--- src/hw/rtl/wscm_ram.sv ---
// wscm_ram: generic single-write, single-read ram with registered read data
// depends on nothing
module wscm_ram #(
  parameter int WIDTH = 8,
  parameter int DEPTH = 64
) (
  input  logic                     clk,
  input  logic                     we,
  input  logic [$clog2(DEPTH)-1:0] waddr,
  input  logic [WIDTH-1:0]         wdata,
  input  logic [$clog2(DEPTH)-1:0] raddr,
  output logic [WIDTH-1:0]         rdata
);

  logic [WIDTH-1:0] mem [DEPTH];

  // write port
  always_ff @(posedge clk) begin
    if (we) begin
      mem[waddr] <= wdata;
    end
  end

  // registered read port
  always_ff @(posedge clk) begin
    rdata <= mem[raddr];
  end

endmodule

--- config.mk ---
export PLATFORM = sky130hd
export DESIGN_NAME = wscm_ram
export DESIGN_NICKNAME = d
export VERILOG_FILES = /design/src/hw/rtl/wscm_ram.sv
export SDC_FILE = /design/constraint.sdc
export NUM_CORES = 1
export LEC_CHECK = 0
export ABC_AREA = 1
export ABC_CLOCK_PERIOD_IN_PS = 2650
export BUFFER_PORTS_ARGS = -buffer_cell sky130_fd_sc_hd__buf_2
export CORE_ASPECT_RATIO = 0.5
export CORE_UTILIZATION = 25
export CTS_CLUSTER_SIZE = 8
export DETAILED_ROUTE_END_ITERATION = 6
export GPL_TIMING_DRIVEN = 0
export REMOVE_ABC_BUFFERS = 1
export SLEW_MARGIN = 30
export SYNTH_ARGS = -nofsm -noshare
export SYNTH_HDL_FRONTEND = slang
export SYNTH_SLANG_ARGS = --single-unit
--- constraint.sdc ---
create_clock -name clk -period 2.65 [get_ports clk]
set_clock_uncertainty 0.2 [all_clocks]
set_input_delay 0.1325 -clock clk [delete_from_list [all_inputs] [get_ports clk]]
set_output_delay 0.1325 -clock clk [all_outputs]
set_load 0.01 [all_outputs]
# ---- Word level (Yosys, flattened, before mapping)
# Memories as Yosys holds them, arrays and structs flattened. A register that Yosys moved wholly into a read port is not among the register bits.
# Index checks and enable logic that the tools add are counted.
dict set report classes {
  mux 2
}
# op n
set ops {}
lappend ops {{2-to-1 mux 1 bit} 2}
dict set report word_totals {
  mem_bits_rw 512
  mem_count 1
  inputBits 22
  reg_bits 0
  out_inout_bits 8
  elab_cells 3
}
# name words width rd rd_ports_with_merged_regs wr line
set memory_table {}
lappend memory_table {mem 64 8 1 1 1 15} ;# logic [WIDTH-1:0] mem [DEPTH];

# ---- Longest topological paths before layout
dict set report logic_depth {
  depth_word 2
  depth_mapped 12
}

# ---- Least setup slack after synthesis
# Ideal clock, no wire load.
dict set report synth_path {
  kind {in2reg}
  from {input we}
  to {memory mem[48][0] (enable)}
  path_buffers 1
  arrival_ns 1.504
  setup_time_ns 0.395
  stages 3
  slack_ns 0.551
  path_cell_list {clkbuf_1 > nand4_1 > nor4_1}
}
dict set report synth_between {
  elab_chain_len 2
}
# item line
set synth_rtl {}
lappend synth_rtl {{from (decl)} 8} ;# input logic we,
lappend synth_rtl {{2-to-1 mux 1 bit} 19} ;# if (we) begin
lappend synth_rtl {{2-to-1 mux 1 bit (not written as such)} 20} ;# mem[waddr] <= wdata;
lappend synth_rtl {{to (decl)} 15}
# Every way passes these cells.

==> metrics <==
outcome=completed; most instantiated library cell after synthesis=nand2_1; worst setup path startpoint=raddr[1]; sequential fraction of design power=0.490; worst reg2reg path startpoint=mem[51][1]; final setup violation count=0; area of all sequential standard cells=15530 sq um; required time at the endpoint of the critical path=2.97 ns; post-synthesis cell count=1805; final worst path period need=2.497 ns; first-pass GRT wire length=78080 microns; end of the worst register-to-register path=rdata[1]; relative area change from synthesis to final layout=15.54%; worst hold endpoint=mem[49][2]; TNS Setup=0 ns; met1 layer usage reported by global route=0.1535; drt first pass iters=5; per-instance average area after synthesis=11.82 sq um; CTS H-tree lvls=3; reported max-cap violation count=0; clock sink total=520; PostCTS Resize Cnt=0; worst-path fanout max=78; net switching power figure=0.004002 W; Buffers on Ports=29; DR iter-0 viols=between 1000 and 1500; Die W=just over 400 microns; worst path arrival time=approximately 2.8 ns; met3 Track Usage GR=0.01634; power per cell area=756.6 nW/um^2; via count of the first global-routing pass=about 13000; most numerous cell types in the synthesized netlist=648 x nand2_1, 512 x edfxtp_1, 439 x nand3_1; total leakage power=8.598 nW; antenna violations before repair=1; Synth top area share=0.7205; number of flops mapped to enable cells by yosys=~510; worst hold margin=0.06302 ns; top-level port count=30; upper clock frequency limit=400.4 MHz; total cell area at the placement stage=22450 sq um; area of all placed cells without fillers=between 20000 and 25000 sq um; placeable core region=84170 sq um; remaining max-slew budget at the tightest pin=0.3871; count of distinct cell types in the synthesized netlist=16; Detail Route Antenna Nets=0; Worst-Margin Slew=0.9166 ns; final hold violations=0; share of synthesized flip-flops with an asynchronous set or reset=0; power share of the combinational group=0.057; pin count of the biggest net entering global routing=161; total overflow reported by the global router=0; layout cell share with drive strength beyond 1=0.07530; reg-to-reg slack, setup=0.72 ns; Final HPWL DP=27230 microns; number of nets in the layout=1851; aggregate global-route resource usage=0.1161; Setup Crit Path Kind=primary input to register; RSZ-0062 raised after global routing=false; Internal=approximately 0.015 W; post-CTS setup repair buffer count=0; CTS clock-pin slew for the worst setup and hold paths=around 0.050 ns; total number of placement rows=75; Min-Delay Path Class=primary input to register; post-route fraction of the period consumed by the critical path=0.9424; mean number of vias per cell=4.555; post-detailed-routing wire length=51750 microns; fraction of power spent switching nets=0.2145; crit path capture type=register; TritonCTS clock tree=built; Die Area=86600 sq um; element type at the critical path start=primary input; via count=13500; global routing met2 resource utilization=0.1927; R2R cell count=9; summed instance area of the synthesized netlist=21340 sq um; CTS buffer count=74; filler cell count in the final layout=8343; DRC Markers=0; average wire per standard cell=17.47 microns; cell type with the highest aggregate area in the netlist=edfxtp_1; max-slew violation count=0; most frequently used flop master after synthesis=edfxtp_1; peak supply drop=405.4 uV; power share of the clock group=0.453; top cells by area, synth=edfxtp_1 72%, nand2_1 11%, nand3_1 10%; Min-Delay Startpoint=waddr[0]; vertical die dimension=208.6 microns; maximum clock insertion buffer count=3; GPL Wtd Cong=0.7849; Cells on Worst Hold Path=3; multi-input gate area in the final layout=~5000 sq um; Most Crowded Layer GR=met2; initial standard-cell utilization of the core=0.2535; number of storage elements in the synthesis netlist=520; sequential area share after synthesis=0.7280; root buffer selected by CTS=clkbuf_16; total of warnings raised by yosys=0; clock latency on the worst-skew pair=0.58 ns
## final cells by class
type,instances,share of cell area
well taps,1116,0.05663
flip-flops and latches,520,0.6301
inverters,12,0.002893
clock buffers,92,0.08216
repair buffers,61,0.02517
multi-input cells,1160,0.2026
clock inverters,1,0.0003552
diodes,1,0.0001015
## layer usage
layer / vias up / part of all wire
met3: 86 / 0.059
met5: - / 0
met2: 426 / 0.49
met1: 6606 / 0.43
met4: 0 / 0.026
li1: 6378 / -
## flip-flops by register name, indices dropped and copies added, names as in the netlist
register,cells
mem,512
rdata,8
## timing repair
item | CTS | global route
endpoints found under the setup margin | 0 | 1
hold buffers | 14 | 0
hold endpoints to repair | 554 | 0
## worst max-delay path, stage by stage
cell and delay (ns):
buf_8 0.37, buf_16 0.35, inv_8 0.22, buf_16 0.30
nand3_1 0.17, nand3_1 0.12, nand2_1 0.10, nand2_1 0.05
nand3_1 0.16, nand3_1 0.08, dlygate4sd3_1 0.55, nand2_1 0.06
## worst max path at each step
stage / to / slack (ns) / depth (start not counted)
floorplan: rdata[7] / -0.20 / 8
global placement: rdata[5] / -5.70 / 10
detailed placement: mem[19][1] / -0.23 / 4
CTS: rdata[1] / 0.16 / 13
global route: rdata[1] / 0.06 / 12
finish: rdata[1] / 0.15 / 12
## layout by cell type (no fill, tap or decap)
cell type	count
inv_1	8
clkbuf_1	13
inv_4	1
dfxtp_1	8
clkbuf_16	80
inv_16	1
nor2_1	56
buf_2	23
edfxtp_1	512
inv_2	1
buf_8	2
nand4_1	9
inv_8	1
nand2_1	648
inv_6	1
nor4_2	8
buf_12	1
nand3_1	439
buf_4	13
diode_2	1
buf_16	7
dlygate4sd3_1	14
## logic make-up (layout without fill, tap and decap cells)
family,count (synthesis),after routing,share of synthesized area
and+or+nand+nor,1160,1160,0.2318
DFF,520,520,0.7280
buffers and inverters,125,166,0.04022
other,0,1,0
## power by group through the flow
stage	Sequential (W)	Clock (W)	Combinational, W
floorplan	0.00930	0	0.000460
global placement	0.00930	0	0.00104
detailed placement	0.00930	0	0.00104
CTS	0.00914	0.00856	0.00106
global route	0.00914	0.00884	0.00117
finish	0.00914	0.00845	0.00107
## per-stage QoR
stage | power [W] | utilization | worst slack [ns] | std cells
final | 0.01866 | 0.2929 | 0.1527 | 2963
after CTS | 0.01876 | 0.2926 | 0.1552 | 2961
after detailed placement | 0.01034 | 0.2668 | -0.2293 | 2854
after global routing | 0.01915 | 0.2929 | 0.06106 | 2963
after floorplan | 0.009760 | - | -0.1994 | 1692
after global placement | 0.01034 | 0.2622 | -5.696 | 2837
Power figures use the tool's default switching activity.
