**config.mk**
```make
export PLATFORM = sky130hd
export DESIGN_NAME = wscm_dist
export DESIGN_NICKNAME = d
export VERILOG_FILES = /design/src/hw/rtl/wscm_pkg.sv /design/src/hw/rtl/wscm_dist.sv
export SDC_FILE = /design/constraint.sdc
export NUM_CORES = 2
export LEC_CHECK = 0
export CELL_PAD_IN_SITES_DETAIL_PLACEMENT = 1
export CELL_PAD_IN_SITES_GLOBAL_PLACEMENT = 2
export CORE_AREA = 2 2 463 465
export DETAILED_ROUTE_END_ITERATION = 10
export DIE_AREA = 0 0 465 467
export DONT_BUFFER_PORTS = 1
export GPL_ROUTABILITY_DRIVEN = 1
export PLACE_DENSITY_LB_ADDON = 0.15
export SLEW_MARGIN = 20
export SYNTH_ARGS = -nofsm -noshare
export SYNTH_HDL_FRONTEND = slang
export SYNTH_SLANG_ARGS = --single-unit
```
**constraint.sdc**
```tcl
create_clock -name clk -period 7.1 [get_ports clk]
set_input_delay 0.355 -clock clk [delete_from_list [all_inputs] [get_ports clk]]
set_output_delay 0.355 -clock clk [all_outputs]
set_load 0.1 [all_outputs]
```
**src/hw/rtl/wscm_pkg.sv**
```systemverilog
// wscm_pkg: shared types, widths and constants of the water shell cutoff marker
// depends on nothing; imported by the top module and wscm_dist
package wscm_pkg;

  // fixed field widths
  localparam int CRD_W   = 24;
  localparam int SHELL_W = 3;
  localparam int IDX_W   = 6;
  localparam int CNT_W   = 7;
  localparam int CUT_W   = 50;
  localparam int BOX_W   = 23;
  localparam int CFG_W   = CUT_W;
  localparam int CFG_IDX_W = 3;

  // default batch depth
  localparam int MAX_SITES_DEF = 64;

  // distance datapath widths
  localparam int DIFF_W = CRD_W + 1;
  localparam int FOLD_W = CRD_W + 2;
  localparam int MAG_W  = CRD_W + 1;
  localparam int SQ_W   = 2 * MAG_W;
  localparam int SUM_W  = SQ_W + 2;

  // register indexes
  localparam logic [CFG_IDX_W-1:0] REG_CUTOFF   = 3'd0;
  localparam logic [CFG_IDX_W-1:0] REG_BOX_X    = 3'd1;
  localparam logic [CFG_IDX_W-1:0] REG_BOX_Y    = 3'd2;
  localparam logic [CFG_IDX_W-1:0] REG_BOX_Z    = 3'd3;
  localparam logic [CFG_IDX_W-1:0] REG_PERIODIC = 3'd4;

  // register reset values
  localparam logic [CUT_W-1:0] CUTOFF_RST = CUT_W'(150994944);
  localparam logic [BOX_W-1:0] BOX_RST    = BOX_W'(131072);

  // shell codes
  localparam logic [SHELL_W-1:0] SHELL_WATER   = 3'd1;
  localparam logic [SHELL_W-1:0] SHELL_OUTSIDE = 3'd3;
  localparam logic [SHELL_W-1:0] SHELL_INSIDE  = 3'd7;
  localparam logic [SHELL_W-1:0] SHELL_DRAW    = 3'd4;

  typedef struct packed {
    logic signed [CRD_W-1:0] pos_x;
    logic signed [CRD_W-1:0] pos_y;
    logic signed [CRD_W-1:0] pos_z;
    logic [SHELL_W-1:0]      shell_in;
    logic                    last_site;
  } in_item_t;

  typedef struct packed {
    logic [IDX_W-1:0]   site_index;
    logic [SHELL_W-1:0] shell_out;
    logic [CNT_W-1:0]   shell_count;
    logic               last_result;
  } out_item_t;

  typedef struct packed {
    logic signed [CRD_W-1:0] x;
    logic signed [CRD_W-1:0] y;
    logic signed [CRD_W-1:0] z;
  } coord_t;

  // control from sequencer into the distance pipeline
  typedef struct packed {
    logic valid;
    logic nonwater;
  } dist_ctl_t;

  typedef enum logic [3:0] {
    S_LOAD,
    S_RD_I,
    S_LATCH_I,
    S_SCAN,
    S_DRAIN,
    S_WRITE_I,
    S_EM_RD,
    S_EM_LOAD,
    S_EM_HOLD
  } state_t;

endpackage

```
**src/hw/rtl/wscm_dist.sv**
```systemverilog
// wscm_dist: four-stage squared distance pipeline with one minimum-image fold
// depends on wscm_pkg
module wscm_dist
  import wscm_pkg::*;
(
  input  logic             clk,
  input  logic             rst,
  input  dist_ctl_t        ctl,
  input  coord_t           pa,
  input  coord_t           pb,
  input  logic [BOX_W-1:0] box_x,
  input  logic [BOX_W-1:0] box_y,
  input  logic [BOX_W-1:0] box_z,
  input  logic             periodic,
  input  logic [CUT_W-1:0] cutoff_sq,
  output logic             hit,
  output logic             busy
);

  logic signed [CRD_W-1:0]  ca [3];
  logic signed [CRD_W-1:0]  cb [3];
  logic [BOX_W-1:0]         bl [3];
  logic signed [DIFF_W-1:0] d1 [3];
  logic signed [FOLD_W-1:0] f_next [3];
  logic signed [FOLD_W-1:0] f2 [3];
  logic [MAG_W-1:0]         m_next [3];
  logic [MAG_W-1:0]         m3 [3];
  logic [SQ_W-1:0]          q4 [3];
  logic [3:0]               v;
  logic [3:0]               nw;
  logic [SUM_W-1:0]         sum;

  assign ca[0] = pa.x;
  assign ca[1] = pa.y;
  assign ca[2] = pa.z;
  assign cb[0] = pb.x;
  assign cb[1] = pb.y;
  assign cb[2] = pb.z;
  assign bl[0] = box_x;
  assign bl[1] = box_y;
  assign bl[2] = box_z;

  // stage valids
  always_ff @(posedge clk) begin
    if (rst) begin
      v <= '0;
    end else begin
      v <= {v[2:0], ctl.valid};
    end
  end

  always_ff @(posedge clk) begin
    nw <= {nw[2:0], ctl.nonwater};
  end

  // fold toward the nearest image
  always_comb begin
    logic signed [FOLD_W-1:0] dd;
    logic signed [FOLD_W-1:0] dl;
    logic signed [FOLD_W-1:0] tw;
    for (int a = 0; a < 3; a++) begin
      dd = FOLD_W'(d1[a]);
      dl = signed'(FOLD_W'({1'b0, bl[a]}));
      tw = dd <<< 1;
      f_next[a] = dd;
      if (periodic) begin
        if (tw > dl) begin
          f_next[a] = dd - dl;
        end else if (tw < -dl) begin
          f_next[a] = dd + dl;
        end
      end
    end
  end

  // magnitude
  always_comb begin
    logic signed [FOLD_W-1:0] ng;
    for (int a = 0; a < 3; a++) begin
      ng = -f2[a];
      m_next[a] = f2[a][FOLD_W-1] ? MAG_W'(ng) : MAG_W'(f2[a]);
    end
  end

  // diff, fold, magnitude and square stages
  always_ff @(posedge clk) begin
    for (int a = 0; a < 3; a++) begin
      d1[a] <= DIFF_W'(ca[a]) - DIFF_W'(cb[a]);
      f2[a] <= f_next[a];
      m3[a] <= m_next[a];
      q4[a] <= SQ_W'(m3[a]) * SQ_W'(m3[a]);
    end
  end

  // sum and compare
  assign sum  = SUM_W'(q4[0]) + SUM_W'(q4[1]) + SUM_W'(q4[2]);
  assign hit  = v[3] & nw[3] & (sum < SUM_W'(cutoff_sq));
  assign busy = |v;

endmodule
```
# Word-level counts from Yosys, hierarchy flattened
# Memory sizes are Yosys's and may differ from the RTL's.
# Index checks and enable logic that the tools add are counted.
[word_totals]
reg_bits = 8
mem_bits_rw = 378
input_bits = 268
out_inout_bits = 2
wordCells = 48
mem_count = 4
[op_classes]
n_addsub = 17
mul = 3
n_lt_le_gt_ge = 7
n_mux = 12
bitwise_logic = 2
n_reduce_logical = 1
[mem_list]
columns = ["memory", "words", "word_bits", "rd", "rd_ports_with_merged_regs", "write_ports", "line", "source"]
rows = [
  ["q4", 3, 50, 3, 0, 3, "wscm_dist.sv:28", "logic [SQ_W-1:0] q4 [3];"],
  ["f2", 3, 26, 3, 0, 3, "wscm_dist.sv:25", "logic signed [FOLD_W-1:0] f2 [3];"],
  ["d1", 3, 25, 3, 0, 3, "wscm_dist.sv:23", "logic signed [DIFF_W-1:0] d1 [3];"],
  ["m3", 3, 25, 3, 0, 3, "wscm_dist.sv:27", "logic [MAG_W-1:0] m3 [3];"],
]
[op_table]
columns = ["op", "count"]
rows = [
  ["2-to-1 mux 26 bit", 9],
  ["multiplier 25 x 25 -> 50 bit", 3],
  ["adder 25 x 24 -> 26 bit", 3],
  ["> comparator 26 x 24 -> 1 bit", 3],
  ["< comparator 26 bit", 3],
  ["negator 23 -> 26 bit", 3],
  ["subtractor 25 x 24 -> 26 bit", 3],
  ["2-to-1 mux 25 bit", 3],
  ["negator 25 bit", 3],
  ["subtractor 24 x 24 -> 25 bit", 3],
  ["adder 51 x 50 -> 52 bit", 1],
  ["< comparator 52 x 50 -> 1 bit", 1],
  ["adder 50 x 50 -> 51 bit", 1],
  ["OR reduction 4 bit", 1],
  ["bitwise AND 1 bit", 2],
]

# Longest topological paths before layout
[depth]
depth_word = 5
depth_mapped = 30
ltp_nobuf = 28

# Worst setup path before layout
# Ideal clock, no wire load.
[synth_timing]
path_type = "reg2reg"
from = "memory m3[0][28] (netlist bit)"
to = "memory q4[0][99] (netlist bit)"
setup_time_ps = 127
arrival_ps = 7161
required_ps = 6973
path_slack_ps = -188
stages_incl_launch_ff = 30
path_buffers = 2
period_less_slack_ps = 7288
cell_sequence = "dfxtp_1 > clkbuf_1 > clkbuf_1 > nand2_1 > fa_1 > inv_1 > fa_1 > inv_1 > fa_1 > inv_1 > fa_1 > inv_1 > fa_1 > inv_1 > fa_1 > inv_1 > fa_1 > inv_1 > ha_1 > o21ai_0 > a21oi_1 > o21ai_0 > a21oi_1 > a21oi_1 > a211o_1 > o21ai_0 > nand3_1 > a221oi_1 > a221oi_1 > xnor2_1"
[synth_rtl]
columns = ["item", "line"]
rows = [
  ["start: declaration", "wscm_dist.sv:27"],
  ["end: declaration", "wscm_dist.sv:28"],
]

==> results.cfg <==
[synthesis]
synth_compound_area_share_pct = 11.6
synth.distinct_cells = 82
synth_top_family_by_area = adder cells
synth_xor_xnor_area_share_pct = 4.21
synthAdderAreaFrac_pct = 51.0
syn_area_um2 = 82200
synth_seq_cells = 383
synth-simple-area-share_pct = 12.1
synth-edff-count = 0
ys.warnings.count = 0
synthArstFlopShare_pct = 0
ys_seq_area_share_pct = 9.33
avgSynthCellArea_um2 = 8.86
yosys_most_used_dff = dfxtp_1
netlist_instances = 9279
synth.area.mux_share_pct = 0.104

[drt]
ant_nets = 0
first_pass_iters = 6
drcViolationCount = 0
wl_mm = 255
drtIter0Drc = 2566
vias = 64205
viasPerCell = 5.04
wl_per_cell_um = 20.0

[placement]
hpwl_mm = 222
routabilityCongestion = 0.909
io_buffer_count = 0
dpl_worst_slack_ps = -320

[floorplanning]
placementRows = 169
start_util_pct = 38.8
die_x_um = 465
coreArea_um2 = 212000
io_pins = 270
dieArea_um2 = 217000
fp.dieH_um = 467

[hold_path]
whs_endpoint = d1[0][43]$_DFF_P_
min_from = pb[42]
min_path_type = input pin to register
min_path_cells = 3

[timing]
setup_tns_ps = 0
worst_pin_slew_ps = 1070
fin_crit_ps = 6900
finalWorstSetupSlack_ps = 196
fin_crit_sh_pct = 97.2
rsz0062_at_grt = true
setup_viol = 0
fin_skew_ps = 31.4
timing.fmax_mhz = 145
hold_violations = 0
slew_headroom_pct = 28.8
slew_violations = 0

[job]
max_cap_viol_count = 0

[clocking]
cts_root_buf = clkbuf_16
cts_tree = built
cts_buffers = 54
htreeDepth = 2
clkTransAtPathRegs_ps = 60
cts_buffer_depth = 3
cts_num_sinks = 383
clk_latency_ps = 700

[worst_setup_path]
crit_required_ps = 7670
r2r_start = m3[0][4]$_DFF_P_
crit_path_end_kind = register
critPathMaxStageDelay_ps = 550
r2r_end = q4[0][47]$_DFF_P_
worst_ep_arrival_time_ps = 7480
cp_slowest_cell = fa_1
cp_max_fo = 10
cpMostUsedCell = fa_1
path_class = register to register
worstSetupStartpointType = register
rr_worst_depth = 28
ff2ff_setup_slack_ps = 200
cp-startpoint = m3[0][4]$_DFF_P_

[global_route]
grt_pass1_vias = 72446
grt_overflow = 0
grt_pass1_wl_mm = 404
grt_max_degree = 36
antenna_found_initial = 9
track_usage_pct = 23.6

[final_layout]
area_growth_syn_to_layout_pct = 15.6
drive_gt1_share_pct = 11.0
fillers = 24509
ff_latch_area_um2 = 7780
multi_input_area_um2 = 66100
fin_nets = 12620

[status]
status = complete, no violations
[synthesized netlist by cell type (14+ instances only)]
cell type	instances	area share [%]
a21oi_1	347	2.1
a221o_1	45	0.55
xor2_1	111	1.2
inv_1	2317	11
o21bai_1	69	0.63
o22ai_1	14	0.11
o31ai_1	51	0.47
nor3_1	86	0.52
nand2b_1	96	0.73
ha_1	1015	15
nor4_1	17	0.13
nor2_1	395	1.8
nor2b_1	78	0.59
o21ai_0	262	1.6
clkbuf_1	228	1.0
and3_1	40	0.30
a221oi_1	23	0.25
fa_1	1458	36
a21o_1	200	1.8
nand3_1	75	0.46
xnor2_1	284	3.0
or2_2	20	0.15
or3_1	38	0.29
a2111oi_0	18	0.19
nand2_1	715	3.3
a31oi_1	45	0.34
a32o_1	22	0.27
or4_1	18	0.16
and2_1	387	2.9
nand4_1	47	0.36
o21a_1	61	0.56
dfxtp_1	383	9.3
o221ai_1	41	0.44
o211ai_1	37	0.34
o41ai_1	23	0.25
a211oi_1	37	0.34
[per-stage QoR]
step / std cells / area, um^2 / util [%] / hold slack [ps]
global route: 12744 / 95000 / 44.9 / 50.4
floorplan: 9280 / 82200 / - / 310
detailed placement: 12462 / 89700 / 42.4 / 313
global placement: 12462 / 89700 / 42.4 / 311
finish: 12748 / 95000 / 44.9 / 59.4
CTS: 12700 / 93300 / 44.1 / 0.829
[layout by cell type, fill, tap and decap left out, types with 61 or more instances in the layout]
cell and count:
nand3_1 70, ha_1 987, xor2_1 111, nor3_1 80
o21bai_1 69, a21oi_1 321, nand2b_1 96, xnor2_1 284
nand2_1 691, fa_1 1416, dfxtp_1 330, and2_1 361
inv_1 2294, o21a_1 61, nor2b_1 77, o21ai_0 243
a21o_1 200, buf_4 540, dlygate4sd3_1 135, nor2_1 365
[how the worst max path moves through the flow]
| stage | end | cells after the start |
|---|---|---|
| floorplan | q4[0][132]$_DFF_P_ | 28 |
| global route | q4[0][146]$_DFF_P_ | 26 |
| global placement | q4[0][46]$_DFF_P_ | 27 |
| CTS | q4[0][47]$_DFF_P_ | 27 |
| detailed placement | q4[0][46]$_DFF_P_ | 27 |
| finish | q4[0][47]$_DFF_P_ | 28 |
[critical path, delay by kind of cell (launching register included)]
| family | cells | cell delay [ps] |
|---|---|---|
| AO/OA/AOI/OAI | 7 | 1390 |
| flip-flops | 1 | 350 |
| buffers and inverters | 8 | 680 |
| XOR/XNOR | 1 | 100 |
| adder cells (fa/ha/maj) | 8 | 3750 |
| AND/OR/NAND/NOR | 4 | 510 |
[timing repair]
item | in CTS | in global routing
endpoints found under the setup margin | 46 | 62
buffers inserted | 3 | 43
hold buffers | 136 | 0
cloned | 0 | 2
pin swaps | 12 | 188
endpoints found under the hold margin | 114 | 0
gates resized for setup | 80 | 385
[metal layers]
layer	routed length, um	vias to the layer above	global-route usage, %
li1	-	30260	-
met1	116000	32844	31.6
met2	124000	866	41.0
met3	8240	233	1.97
met4	6710	2	5.86
met5	13	-	0
[sequential cells by signal (all words and copies together), names as in the netlist]
name  cells
d1       75
m3       75
q4      147
v         4
f2       78
nw        4
[cell families (layout without fill, tap and decap cells)]
family                   count (synthesis)  after routing
AND/OR/NAND/NOR                       2047           2047
flip-flops                             383            383
multiplexers                             8              8
AO/OA/AOI/OAI                         1420           1420
adder cells (fa/ha/maj)               2473           2473
other                                    2              8
buffers and inverters                 2551           3193
XOR/XNOR                               395            395
[final cells by class]
cell class	count	share of cell area (%)
Antenna cell	5	0.0132
Tap cell	2821	3.71
Clock buffer	62	1.50
Clock inverter	37	0.554
Sequential cell	383	8.19
Timing Repair Buffer	777	7.34
Inverter	2317	9.16
Multi-Input combinational cell	6346	69.5
Power is left out: the tool's default activity adds up to more than one toggle a clock period on the data nets, which glitch-free logic cannot reach.
